--- config.mk ---
export PLATFORM = sky130hd
export DESIGN_NAME = positional_list_engine
export DESIGN_NICKNAME = d
export VERILOG_FILES = /design/src/hw/rtl/ple_pkg.sv /design/src/hw/rtl/positional_list_engine.sv /design/src/hw/rtl/ple_ram.sv
export SDC_FILE = /design/constraint.sdc
export NUM_CORES = 1
export LEC_CHECK = 0
export ABC_AREA = 1
export CAP_MARGIN = 20
export CORE_ASPECT_RATIO = 1.75
export CORE_MARGIN = 1
export CORE_UTILIZATION = 42
export CTS_BUF_LIST = sky130_fd_sc_hd__clkbuf_16
export CTS_CLUSTER_DIAMETER = 50
export CTS_CLUSTER_SIZE = 20
export DETAILED_ROUTE_END_ITERATION = 10
export DONT_BUFFER_PORTS = 1
export GPL_TIMING_DRIVEN = 0
export HOLD_SLACK_MARGIN = 0.03
export SLEW_MARGIN = 25
export SYNTH_ARGS = -nofsm -noshare
export SYNTH_HDL_FRONTEND = slang
export SYNTH_SLANG_ARGS = --single-unit
--- constraint.sdc ---
create_clock -name clock -period 4 [get_ports clock]
set_clock_uncertainty 0.05 [all_clocks]
set_input_delay 0.8 -clock clock [delete_from_list [all_inputs] [get_ports clock]]
set_output_delay 0.8 -clock clock [all_outputs]
set_load 0.03 [all_outputs]
--- src/hw/rtl/ple_pkg.sv ---
// Shared types and constants for the positional list engine.
// No dependencies; positional_list_engine in hw/rtl and the testbench import this package, ple_ram does not.
`timescale 1ns / 1ps

package ple_pkg;

   localparam int CAPACITY_DEF = 32;
   localparam int DATA_W       = 32;
   localparam int POS_W        = 6;
   localparam int CMD_W        = 2;

   localparam logic [CMD_W-1:0] CMD_INSERT_FRONT = 2'd0;
   localparam logic [CMD_W-1:0] CMD_APPEND       = 2'd1;
   localparam logic [CMD_W-1:0] CMD_DELETE       = 2'd2;

   typedef struct packed {
      logic [CMD_W-1:0]         command;
      logic signed [DATA_W-1:0] value;
      logic [POS_W-1:0]         position;
   } req_type;

   typedef struct packed {
      logic signed [DATA_W-1:0] item_value;
      logic                     last;
      logic                     list_empty;
      logic                     overflow;
   } rsp_type;

   typedef enum logic [1:0] {
      ST_IDLE,
      ST_SHIFT,
      ST_PUT,
      ST_EMIT
   } state_type;

endpackage

--- src/hw/rtl/positional_list_engine.sv ---
// An insert at the front shifts count entries one per cycle toward the back, a delete
// shifts count - position - 1 entries toward the front, and an append writes one entry;
// the listing then streams one word per cycle while the sink is ready. A new command is
// taken only in idle, once the listing of the last one is out; the shift and the listing
// both walk the single read port of the entry RAM. Synchronous reset empties the
// list; the RAM itself is not cleared, since entries beyond the count are never read.
`timescale 1ns / 1ps

module positional_list_engine
   import ple_pkg::*;
#(
   parameter int CAPACITY = CAPACITY_DEF
) (
   input  logic    clock,
   input  logic    reset,
   input  logic    req_valid,
   output logic    req_ready,
   input  req_type req_data,
   output logic    rsp_valid,
   input  logic    rsp_ready,
   output rsp_type rsp_data
);

   localparam int IW   = (CAPACITY > 1) ? $clog2(CAPACITY) : 1;
   localparam int CW   = $clog2(CAPACITY + 1);
   localparam int CMPW = (CW > POS_W) ? CW : POS_W;

   state_type                state_ff, state_in;
   logic [CW-1:0]            count_ff, count_in;
   logic [CMD_W-1:0]         cmd_ff, cmd_in;
   logic signed [DATA_W-1:0] val_ff, val_in;
   logic                     ovf_ff, ovf_in;
   logic [IW-1:0]            idx_ff, idx_in;
   logic [CW-1:0]            left_ff, left_in;
   logic                     wv_ff, wv_in;
   logic [IW-1:0]            wa_ff, wa_in;
   logic                     pend_ff, pend_in;
   logic                     rsp_valid_ff, rsp_valid_in;
   rsp_type                  rsp_data_ff, rsp_data_in;

   logic                     ram_wr_en;
   logic [IW-1:0]            ram_wr_addr;
   logic [DATA_W-1:0]        ram_wr_data;
   logic                     ram_rd_en;
   logic [IW-1:0]            ram_rd_addr;
   logic [DATA_W-1:0]        ram_rd_data;

   logic                     accept;
   logic                     full;
   logic                     shift_up;
   logic                     out_free;
   logic [CW-1:0]            cnt_m1;
   logic [CMPW-1:0]          pos_ext;
   logic [CMPW-1:0]          cnt_ext;
   logic [CMPW-1:0]          pos_p1;
   logic [CMPW-1:0]          del_left;
   logic [CW-1:0]            idx_p1;

   ple_ram #(
      .WIDTH (DATA_W),
      .DEPTH (CAPACITY)
   ) u_store (
      .clock   (clock),
      .wr_en   (ram_wr_en),
      .wr_addr (ram_wr_addr),
      .wr_data (ram_wr_data),
      .rd_en   (ram_rd_en),
      .rd_addr (ram_rd_addr),
      .rd_data (ram_rd_data)
   );

   assign accept   = req_valid && req_ready;
   assign full     = (count_ff == CW'(CAPACITY));
   assign shift_up = (cmd_ff == CMD_INSERT_FRONT);
   assign out_free = !rsp_valid_ff || rsp_ready;
   assign cnt_m1   = count_ff - CW'(1);
   assign pos_ext  = CMPW'(req_data.position);
   assign cnt_ext  = CMPW'(count_ff);
   assign pos_p1   = pos_ext + CMPW'(1);
   assign del_left = cnt_ext - pos_ext - CMPW'(1);
   assign idx_p1   = CW'(idx_ff) + CW'(1);

   always_ff @(posedge clock) begin
      if (reset) begin
         state_ff     <= ST_IDLE;
         count_ff     <= '0;
         wv_ff        <= 1'b0;
         pend_ff      <= 1'b0;
         rsp_valid_ff <= 1'b0;
      end else begin
         state_ff     <= state_in;
         count_ff     <= count_in;
         wv_ff        <= wv_in;
         pend_ff      <= pend_in;
         rsp_valid_ff <= rsp_valid_in;
      end
      cmd_ff      <= cmd_in;
      val_ff      <= val_in;
      ovf_ff      <= ovf_in;
      idx_ff      <= idx_in;
      left_ff     <= left_in;
      wa_ff       <= wa_in;
      rsp_data_ff <= rsp_data_in;
   end

   always_comb begin
      state_in     = state_ff;
      count_in     = count_ff;
      cmd_in       = cmd_ff;
      val_in       = val_ff;
      ovf_in       = ovf_ff;
      idx_in       = idx_ff;
      left_in      = left_ff;
      wv_in        = 1'b0;
      wa_in        = wa_ff;
      pend_in      = pend_ff;
      rsp_valid_in = rsp_valid_ff && !rsp_ready;
      rsp_data_in  = rsp_data_ff;
      ram_wr_en    = 1'b0;
      ram_wr_addr  = '0;
      ram_wr_data  = ram_rd_data;
      ram_rd_en    = 1'b0;
      ram_rd_addr  = idx_ff;

      case (state_ff)
         ST_IDLE: begin
            if (accept) begin
               cmd_in  = req_data.command;
               val_in  = req_data.value;
               ovf_in  = 1'b0;
               pend_in = 1'b0;
               idx_in  = '0;
               left_in = '0;
               state_in = ST_EMIT;
               if (full && (req_data.command inside {CMD_INSERT_FRONT, CMD_APPEND})) begin
                  ovf_in = 1'b1;
               end else begin
                  case (req_data.command)
                     CMD_INSERT_FRONT: begin
                        idx_in   = cnt_m1[IW-1:0];
                        left_in  = count_ff;
                        state_in = ST_SHIFT;
                     end
                     CMD_APPEND: begin
                        state_in = ST_PUT;
                     end
                     CMD_DELETE: begin
                        if (pos_ext < cnt_ext) begin
                           idx_in   = pos_p1[IW-1:0];
                           left_in  = del_left[CW-1:0];
                           state_in = ST_SHIFT;
                        end
                     end
                     default: begin
                        state_in = ST_EMIT;
                     end
                  endcase
               end
            end
         end

         ST_SHIFT: begin
            // Read one entry per cycle; the word read last cycle is written one slot
            // further toward the back (insert) or toward the front (delete).
            if (left_ff != '0) begin
               ram_rd_en = 1'b1;
               wv_in     = 1'b1;
               wa_in     = idx_ff;
               idx_in    = shift_up ? (idx_ff - IW'(1)) : (idx_ff + IW'(1));
               left_in   = left_ff - CW'(1);
            end
            if (wv_ff) begin
               ram_wr_en   = 1'b1;
               ram_wr_addr = shift_up ? (wa_ff + IW'(1)) : (wa_ff - IW'(1));
            end
            if ((left_ff == '0) && !wv_ff) begin
               pend_in = 1'b0;
               idx_in  = '0;
               if (shift_up) begin
                  state_in = ST_PUT;
               end else begin
                  count_in = cnt_m1;
                  state_in = ST_EMIT;
               end
            end
         end

         ST_PUT: begin
            ram_wr_en   = 1'b1;
            ram_wr_addr = shift_up ? '0 : count_ff[IW-1:0];
            ram_wr_data = val_ff;
            count_in    = count_ff + CW'(1);
            pend_in     = 1'b0;
            idx_in      = '0;
            state_in    = ST_EMIT;
         end

         ST_EMIT: begin
            if (count_ff == '0) begin
               if (out_free) begin
                  rsp_valid_in           = 1'b1;
                  rsp_data_in.item_value = '0;
                  rsp_data_in.last       = 1'b1;
                  rsp_data_in.list_empty = 1'b1;
                  rsp_data_in.overflow   = ovf_ff;
                  state_in               = ST_IDLE;
               end
            end else if (!pend_ff) begin
               ram_rd_en = 1'b1;
               pend_in   = 1'b1;
            end else if (out_free) begin
               rsp_valid_in           = 1'b1;
               rsp_data_in.item_value = ram_rd_data;
               rsp_data_in.last       = (idx_p1 == count_ff);
               rsp_data_in.list_empty = 1'b0;
               rsp_data_in.overflow   = ovf_ff;
               if (idx_p1 == count_ff) begin
                  pend_in  = 1'b0;
                  state_in = ST_IDLE;
               end else begin
                  // Fetch the next word while this one is on its way out.
                  ram_rd_en   = 1'b1;
                  ram_rd_addr = idx_p1[IW-1:0];
                  idx_in      = idx_p1[IW-1:0];
               end
            end
         end

         default: begin
            state_in = ST_IDLE;
         end
      endcase
   end

   assign req_ready = (state_ff == ST_IDLE);
   assign rsp_valid = rsp_valid_ff;
   assign rsp_data  = rsp_data_ff;

`ifndef SYNTHESIS
   a_count_bound: assert property (@(posedge clock) disable iff (reset)
      count_ff <= CW'(CAPACITY))
      else $error("entry count exceeds capacity");

   a_empty_is_last: assert property (@(posedge clock) disable iff (reset)
      (rsp_valid_ff && rsp_data_ff.list_empty) |-> rsp_data_ff.last)
      else $error("empty listing word without last marker");

   a_no_write_idle: assert property (@(posedge clock) disable iff (reset)
      ((state_ff == ST_IDLE) || (state_ff == ST_EMIT)) |-> !ram_wr_en)
      else $error("store written outside a shift or put");

   a_count_stable_shift: assert property (@(posedge clock) disable iff (reset)
      ((state_ff == ST_SHIFT) && $past(state_ff == ST_SHIFT)) |-> $stable(count_ff))
      else $error("entry count changed in the middle of a shift");

   // A dropped insert leaves the count untouched for the whole listing.
   a_overflow_full: assert property (@(posedge clock) disable iff (reset)
      ((state_ff == ST_EMIT) && ovf_ff) |-> (count_ff == CW'(CAPACITY)))
      else $error("overflow flagged while the list has room");
`endif

endmodule

--- src/hw/rtl/ple_ram.sv ---
// Generic single-write, single-read RAM with a registered read port.
// Standalone; used for the list entry store of the positional list engine.
`timescale 1ns / 1ps

module ple_ram #(
   parameter int WIDTH = 32,
   parameter int DEPTH = 32
) (
   input  logic                                  clock,
   input  logic                                  wr_en,
   input  logic [((DEPTH > 1) ? $clog2(DEPTH) : 1)-1:0] wr_addr,
   input  logic [WIDTH-1:0]                      wr_data,
   input  logic                                  rd_en,
   input  logic [((DEPTH > 1) ? $clog2(DEPTH) : 1)-1:0] rd_addr,
   output logic [WIDTH-1:0]                      rd_data
);

   logic [WIDTH-1:0] mem_ff [DEPTH];
   logic [WIDTH-1:0] rd_data_ff;

   always_ff @(posedge clock) begin
      if (wr_en) begin
         mem_ff[wr_addr] <= wr_data;
      end
      // Read data holds while no read is issued.
      if (rd_en) begin
         rd_data_ff <= mem_ff[rd_addr];
      end
   end

   assign rd_data = rd_data_ff;

endmodule

# Yosys cells after proc, flatten, opt, wreduce, memory -nomap -nowiden
# Memories as Yosys holds them, arrays and structs flattened. A register that Yosys moved wholly into a read port is not among the register bits.
# Cells that the tools add are included.
# word_totals
mem_count	1
wordCells	136
reg_bits	97
ramBits	1024
# classes
n_mux	64
bitwise_logic	1
n_eq_ne	16
reduce_logical	27
addsub	11
n_lt_le_gt_ge	1
# mem_list
name	words	width	read_ports	rd_ports_with_merged_regs	wr	line	text
u_store.mem_ff	32	32	1	1	1	ple_ram.sv:18	logic [WIDTH-1:0] mem_ff [DEPTH];
# ops
cell	n
35-bit two-way mux	4
5-bit two-way mux	14
6-bit two-way mux	6
6-bit case mux with 2 select lines	3
32-bit two-way mux	1
5-bit case mux with 2 select lines	2
5-bit case mux with 4 select lines	1
1-bit two-way mux	19
2-bit two-way mux	9
6-bit by 1-bit subtractor with 6-bit output, second input constant	3
5-bit by 1-bit adder with 5-bit output, second input constant	3
6-bit logical NOT	2
3-bit AND reduction	4
2-bit inequality test, second input constant	5
5-bit by 1-bit subtractor with 5-bit output, second input constant	2
3-bit inequality test, second input constant	3
2-bit case mux with 4 select lines	1
2-bit nonzero test	4
5-bit by 1-bit adder with 6-bit output, second input constant	1
6-bit by 1-bit adder with 6-bit output, second input constant	1
2-bit equality test, second input constant	3
6-bit equality test	1
6-bit equality test, second input constant	1
2-bit logical NOT	3
15 further kinds	24

# Longest topological paths before layout
# logic_depth
depth_word	7
mapped_depth	23
ltp_nobuf	21

# Hierarchy
# Synthesis repeated with hierarchy kept, for this count alone.
# unflattened
cells_unflattened	4158
hier_area_um2	48267.5
# modules_own_cells
module	area_each_um2	cells_per_inst	seq_area_each_um2	instances
ple_ram	42726.0	3536	31710.4	1
positional_list_engine	5541.6	622	2802.7	1

# Least setup slack after synthesis
# Ideal clock, no wire load.
# synth_path
path_type	reg-to-reg
from	register count_ff[0] (netlist: cnt_ext[0])
to	register u_store.rd_data_ff[0] (netlist: u_store.rd_data[0]), read port of u_store.mem_ff, enable pin
t_arrival_ps	3742
period_less_slack_ps	4258
stages_incl_launch_ff	9
setup_ps	466
path_slack_ps	-258
path_cell_list	dfxtp_1 -> inv_2 -> ha_1 -> nand3_1 -> nor2_1 -> nand2_1 -> clkbuf_1 -> o21ai_0 -> o21ai_0
# synth_between
elab_chain_cells	6
elab_cells_between_ends	12
# synth_lines
item	line	text
start, declared	positional_list_engine.sv:29	logic [CW-1:0] count_ff, count_in;
start signal, assigned	positional_list_engine.sv:92	count_ff <= count_in;
6-bit equality test	positional_list_engine.sv:217	if (idx_p1 == count_ff) begin
1-bit two-way mux	positional_list_engine.sv:217	
1-bit two-way mux	positional_list_engine.sv:211	end else if (out_free) begin
1-bit two-way mux	positional_list_engine.sv:208	end else if (!pend_ff) begin
1-bit two-way mux (*)	positional_list_engine.sv:199	if (count_ff == '0) begin
1-bit case mux with 2 select lines (*)	positional_list_engine.sv:125	case (state_ff)
net ram_rd_en	positional_list_engine.sv:44	logic ram_rd_en;
end, declared	ple_ram.sv:19	logic [WIDTH-1:0] rd_data_ff;
# The timed path passes the listed nets; every way through them passes the cells marked *.
# A chain may end at the register's enable or synchronous reset.

# Final worst setup path
# layout_path
from	register state_ff[1]
to	register u_store.rd_data_ff[22] (netlist: u_store.rd_data[22]), read port of u_store.mem_ff, data pin
# layout_between
elab_chain_cells	2
elab_cells_between_ends	4
# layout_lines
item	line	text
start, declared	positional_list_engine.sv:28	state_type state_ff, state_in;
start signal, assigned	positional_list_engine.sv:91	state_ff <= state_in;
2-bit equality test / 2-bit by 1-bit equality test with 1-bit output (equally long branches)	positional_list_engine.sv:125	
1-bit case mux with 2 select lines / 5-bit two-way mux (equally long branches)	positional_list_engine.sv:125	
# Parallel ways exist; a longest one is shown, timed or not.

==> impl_metrics.json <==
{
  "timing.hold.worst.class": "in2reg",
  "fin_setup_tns_ns": 0,
  "arrival_ns": 4.36,
  "dp.final_hpwl_um": 122000,
  "remaining_drc_errors": 0,
  "grt_pass1_vias": 34500,
  "maxCapViolations": 0,
  "timing.critical_path.required_ns": 4.41,
  "floorplan.die_area_sq_um": 125000,
  "drt_pass1_iterations": 6,
  "global_route_wire_length_before_repair_um": 234000,
  "worst_pin_slew_ns": 1.12,
  "crit_path_start_kind": "flop",
  "synthesis.area_sq_um": 51700,
  "port_buffers": 0,
  "syn-mean-instance-area_sq_um": 10.6,
  "clkSinkCount": 1153,
  "detailedPlace.worstSlack_ns": -0.921,
  "timing.critical_path.fanout_max": 10,
  "floorplan.initialDensity_pct": 42.5,
  "insertion_delay_ns": 0.71,
  "synthesis.yosys.warnings": 0,
  "worstSetupPathType": "reg2reg",
  "maxSlewViolCount": 0,
  "detail_route.iter0.violations": 3246,
  "period_share_pct": 98.7,
  "r2r-end": "u_store.rd_data[22]$_DFFE_PP_",
  "holdCritStartpoint": "reset",
  "cts_buffer_depth": 3,
  "vias_per_cell": 5.34,
  "synth_edf_count": 1142,
  "placementRows": 169,
  "post_route_cell_area_sq_um": 58800,
  "area_growth_syn_to_fin_pct": 13.8,
  "cts_tree": "done",
  "yosys.area.top_type_share_pct": 66.3,
  "core_region_area_sq_um": 122000,
  "totalWireLength_um": 166000,
  "reg2reg_slack_ns": 0.05,
  "antenna_found_initial": 14,
  "numCtsBuffers": 71,
  "gate_count_after_technology_mapping": 4861,
  "power.static_leakage_nw": 24.0,
  "num_vias": 35800,
  "synth-seq-area-share_pct": 66.8,
  "ctsRootBufferMaster": "sky130_fd_sc_hd__clkbuf_16",
  "clkSlewWorstSetupHoldPaths_ns": 0.09,
  "global_route.usage.total_pct": 26.6,
  "ys_seq_elements": 1153,
  "global_placement_routability_congestion": 0.956,
  "power_density_nw_per_um2": 776,
  "syn_nets": 4934,
  "whs_ns": 0.119,
  "synth.largest_area_cell": "sky130_fd_sc_hd__edfxtp_1",
  "synth_cell_types": 39,
  "finalWorstPathRequiredPeriod_ns": 3.95,
  "worst-r2r-cell-count": 13,
  "ioPinCount": 81,
  "dieWidth_um": 267,
  "remaining_antenna_violation_count_after_routing": 0,
  "setup_viol": 0,
  "detailed_place.area_sq_um": 55600,
  "layout-drive-gt1-share_pct": 11.0,
  "synth_flop_cell": "sky130_fd_sc_hd__edfxtp_1",
  "worst_slack_ns": 0.0503,
  "r2r-start": "state_ff[1]$_SDFFE_PP0P_",
  "overflow": 0,
  "maximum_number_of_pins_on_one_net_before_global_route_repair": 36,
  "irDropWorstVdd_mv": 0.848,
  "die-height_um": 466,
  "timing.hold.worst_path_depth": 1,
  "min_to": "pend_ff$_SDFFE_PP0P_",
  "critPathCaptureType": "flop",
  "drt-wirelength-per-cell_um": 24.7,
  "timing.fmax_mhz": 253,
  "hold_violations": 0,
  "relSlewSlack_pct": 25.5,
  "postSynth.asyncResetShare_pct": 0,
  "htree_levels": 3,
  "post_synth_main_area_contributors": "sky130_fd_sc_hd__edfxtp_1, sky130_fd_sc_hd__nand3_1, sky130_fd_sc_hd__nand2_1",
  "outcome": "complete, no violations",
  "final_nets": 5128
}
[layer usage]
metal | share of wire, % | global-route usage (%) | vias to the layer above
met1 | 33 | 27.2 | 17400
met2 | 50 | 46.8 | 1402
met4 | 10 | 24.1 | 2
li1 | - | - | 16600
met5 | 0.0078 | 0 | -
met3 | 6.2 | 4.03 | 447
[worst max path at each step]
| stage | slack (ns) | endpoint | cells past startpoint | startpoint |
|---|---|---|---|---|
| 6_report | 0.05 | u_store.rd_data[22]$_DFFE_PP_ | 13 | state_ff[1]$_SDFFE_PP0P_ |
| 5_1_grt | -0.004 | u_store.rd_data[2]$_DFFE_PP_ | 20 | idx_ff[0]$_DFFE_PP_ |
| 4_1_cts | -0.02 | u_store.rd_data[25]$_DFFE_PP_ | 21 | idx_ff[0]$_DFFE_PP_ |
| 3_5_place_dp | -0.92 | u_store.mem_ff[10][18]$_DFFE_PP_ | 15 | cmd_ff[1]$_DFFE_PP_ |
| 3_3_place_gp | -3.07 | u_store.mem_ff[22][23]$_DFFE_PP_ | 12 | cmd_ff[1]$_DFFE_PP_ |
| 2_1_floorplan | -0.14 | u_store.mem_ff[28][0]$_DFFE_PP_ | 14 | cmd_ff[1]$_DFFE_PP_ |
[synth_stat cells, types with 8 or more instances]
library cell	n
sky130_fd_sc_hd__a21oi_1	21
sky130_fd_sc_hd__buf_1	15
sky130_fd_sc_hd__buf_2	153
sky130_fd_sc_hd__buf_4	21
sky130_fd_sc_hd__buf_6	12
sky130_fd_sc_hd__clkbuf_1	81
sky130_fd_sc_hd__dfxtp_1	11
sky130_fd_sc_hd__edfxtp_1	1142
sky130_fd_sc_hd__ha_1	26
sky130_fd_sc_hd__inv_1	889
sky130_fd_sc_hd__inv_2	8
sky130_fd_sc_hd__nand2_1	950
sky130_fd_sc_hd__nand3_1	1141
sky130_fd_sc_hd__nand3b_1	224
sky130_fd_sc_hd__nor2_1	63
sky130_fd_sc_hd__o21ai_0	30
sky130_fd_sc_hd__o22ai_1	11
sky130_fd_sc_hd__xnor2_1	9
sky130_fd_sc_hd__xor2_1	12
[critical path, stage by stage (launching register included)]
cell                       delay [ns]
sky130_fd_sc_hd__dfxtp_1         0.41
sky130_fd_sc_hd__ha_1            0.27
sky130_fd_sc_hd__inv_1           0.19
sky130_fd_sc_hd__nand2_1         0.28
sky130_fd_sc_hd__buf_2           0.53
sky130_fd_sc_hd__buf_2           0.52
sky130_fd_sc_hd__clkbuf_1        0.49
sky130_fd_sc_hd__nand3b_1        0.14
sky130_fd_sc_hd__nand3_1         0.12
sky130_fd_sc_hd__nand3_2         0.18
sky130_fd_sc_hd__nand3_1         0.17
sky130_fd_sc_hd__nand2_1         0.14
sky130_fd_sc_hd__nand2_1         0.11
sky130_fd_sc_hd__nand2_1         0.09
[per-stage QoR]
step                      std cells  power (mW)  utilization, %
final                          6714        45.7            48.4
after global routing           6709        47.2            48.4
after CTS                      6694        45.3            48.1
after floorplan                4861        27.4               -
after global placement         6485        36.4            44.2
after detailed placement       6546        37.7            45.7
[cell type report]
class                           instances  area (sq um)
Inverter                              897          3370
Clock buffer                           75          1880
Fill cell                           10900         62800
Buffer                                282          1590
Clock inverter                         26           169
Sequential cell                      1153         34500
Antenna cell                            7          17.5
Timing Repair Buffer                  121          2230
Tap cell                             1624          2030
Multi-Input combinational cell       2529         13000
[flip-flops by register name, indices dropped and copies added, names as in the netlist, 2 cells and up]
signal	cells
cmd_ff	2
wa_ff	5
left_ff	6
u_store.mem_ff	1024
state_ff	2
cnt_ext	6
val_ff	32
idx_ff	5
rsp_data	35
u_store.rd_data	32
[cells by family (layout without fill, tap and decap cells)]
group                      count (synthesis)  count (layout)  synth area share [%]
other                                      0               7                     0
buffers and inverters                   1179            1401                  9.26
adders and majority gates                 29              29                 0.746
DFF                                     1153            1153                  66.8
and+or+nand+nor                         2393            2393                  21.9
AOI/OAI and AO/OA                         86              86                 0.990
xor gates and xnor gates                  21              21                 0.356
[report_power, final]
group | total, mW | switching, mW | internal [mW]
clock | 7.48 | 4.06 | 3.42
combinational | 21.3 | 15.8 | 5.48
sequential | 16.9 | 0.410 | 16.5
[placed cells by master (no fill, tap or decap), types with 7 or more instances in the layout]
master / netlist / layout
sky130_fd_sc_hd__o22ai_1: 11 / 11
sky130_fd_sc_hd__clkbuf_2: 0 / 25
sky130_fd_sc_hd__xor2_1: 12 / 12
sky130_fd_sc_hd__nand2_2: 4 / 45
sky130_fd_sc_hd__diode_2: 0 / 7
sky130_fd_sc_hd__ha_1: 26 / 26
sky130_fd_sc_hd__nand3b_1: 224 / 224
sky130_fd_sc_hd__xnor2_1: 9 / 9
sky130_fd_sc_hd__nand3_2: 1 / 34
sky130_fd_sc_hd__clkbuf_16: 0 / 75
sky130_fd_sc_hd__nand3_1: 1141 / 1107
sky130_fd_sc_hd__nor2_1: 63 / 28
sky130_fd_sc_hd__a21oi_1: 21 / 20
sky130_fd_sc_hd__buf_6: 12 / 20
sky130_fd_sc_hd__buf_1: 15 / 12
sky130_fd_sc_hd__buf_2: 153 / 120
sky130_fd_sc_hd__inv_1: 889 / 901
sky130_fd_sc_hd__buf_16: 0 / 44
sky130_fd_sc_hd__edfxtp_1: 1142 / 1142
sky130_fd_sc_hd__dfxtp_1: 11 / 9
sky130_fd_sc_hd__o21ai_0: 30 / 28
sky130_fd_sc_hd__buf_4: 21 / 76
sky130_fd_sc_hd__nand2_1: 950 / 906
sky130_fd_sc_hd__buf_12: 0 / 36
sky130_fd_sc_hd__clkbuf_1: 81 / 56
sky130_fd_sc_hd__nor2_4: 1 / 35
sky130_fd_sc_hd__inv_2: 8 / 9
sky130_fd_sc_hd__clkbuf_4: 0 / 13
[timing repair]
| item | CTS | global route |
|---|---|---|
| gates resized for setup | 76 | 71 |
| setup buffers | 47 | 13 |
| endpoints found under the setup margin | 1056 | 641 |
| hold buffers | 0 | 0 |
| pin swaps | 24 | 3 |
(Power assumes the default switching activity.)
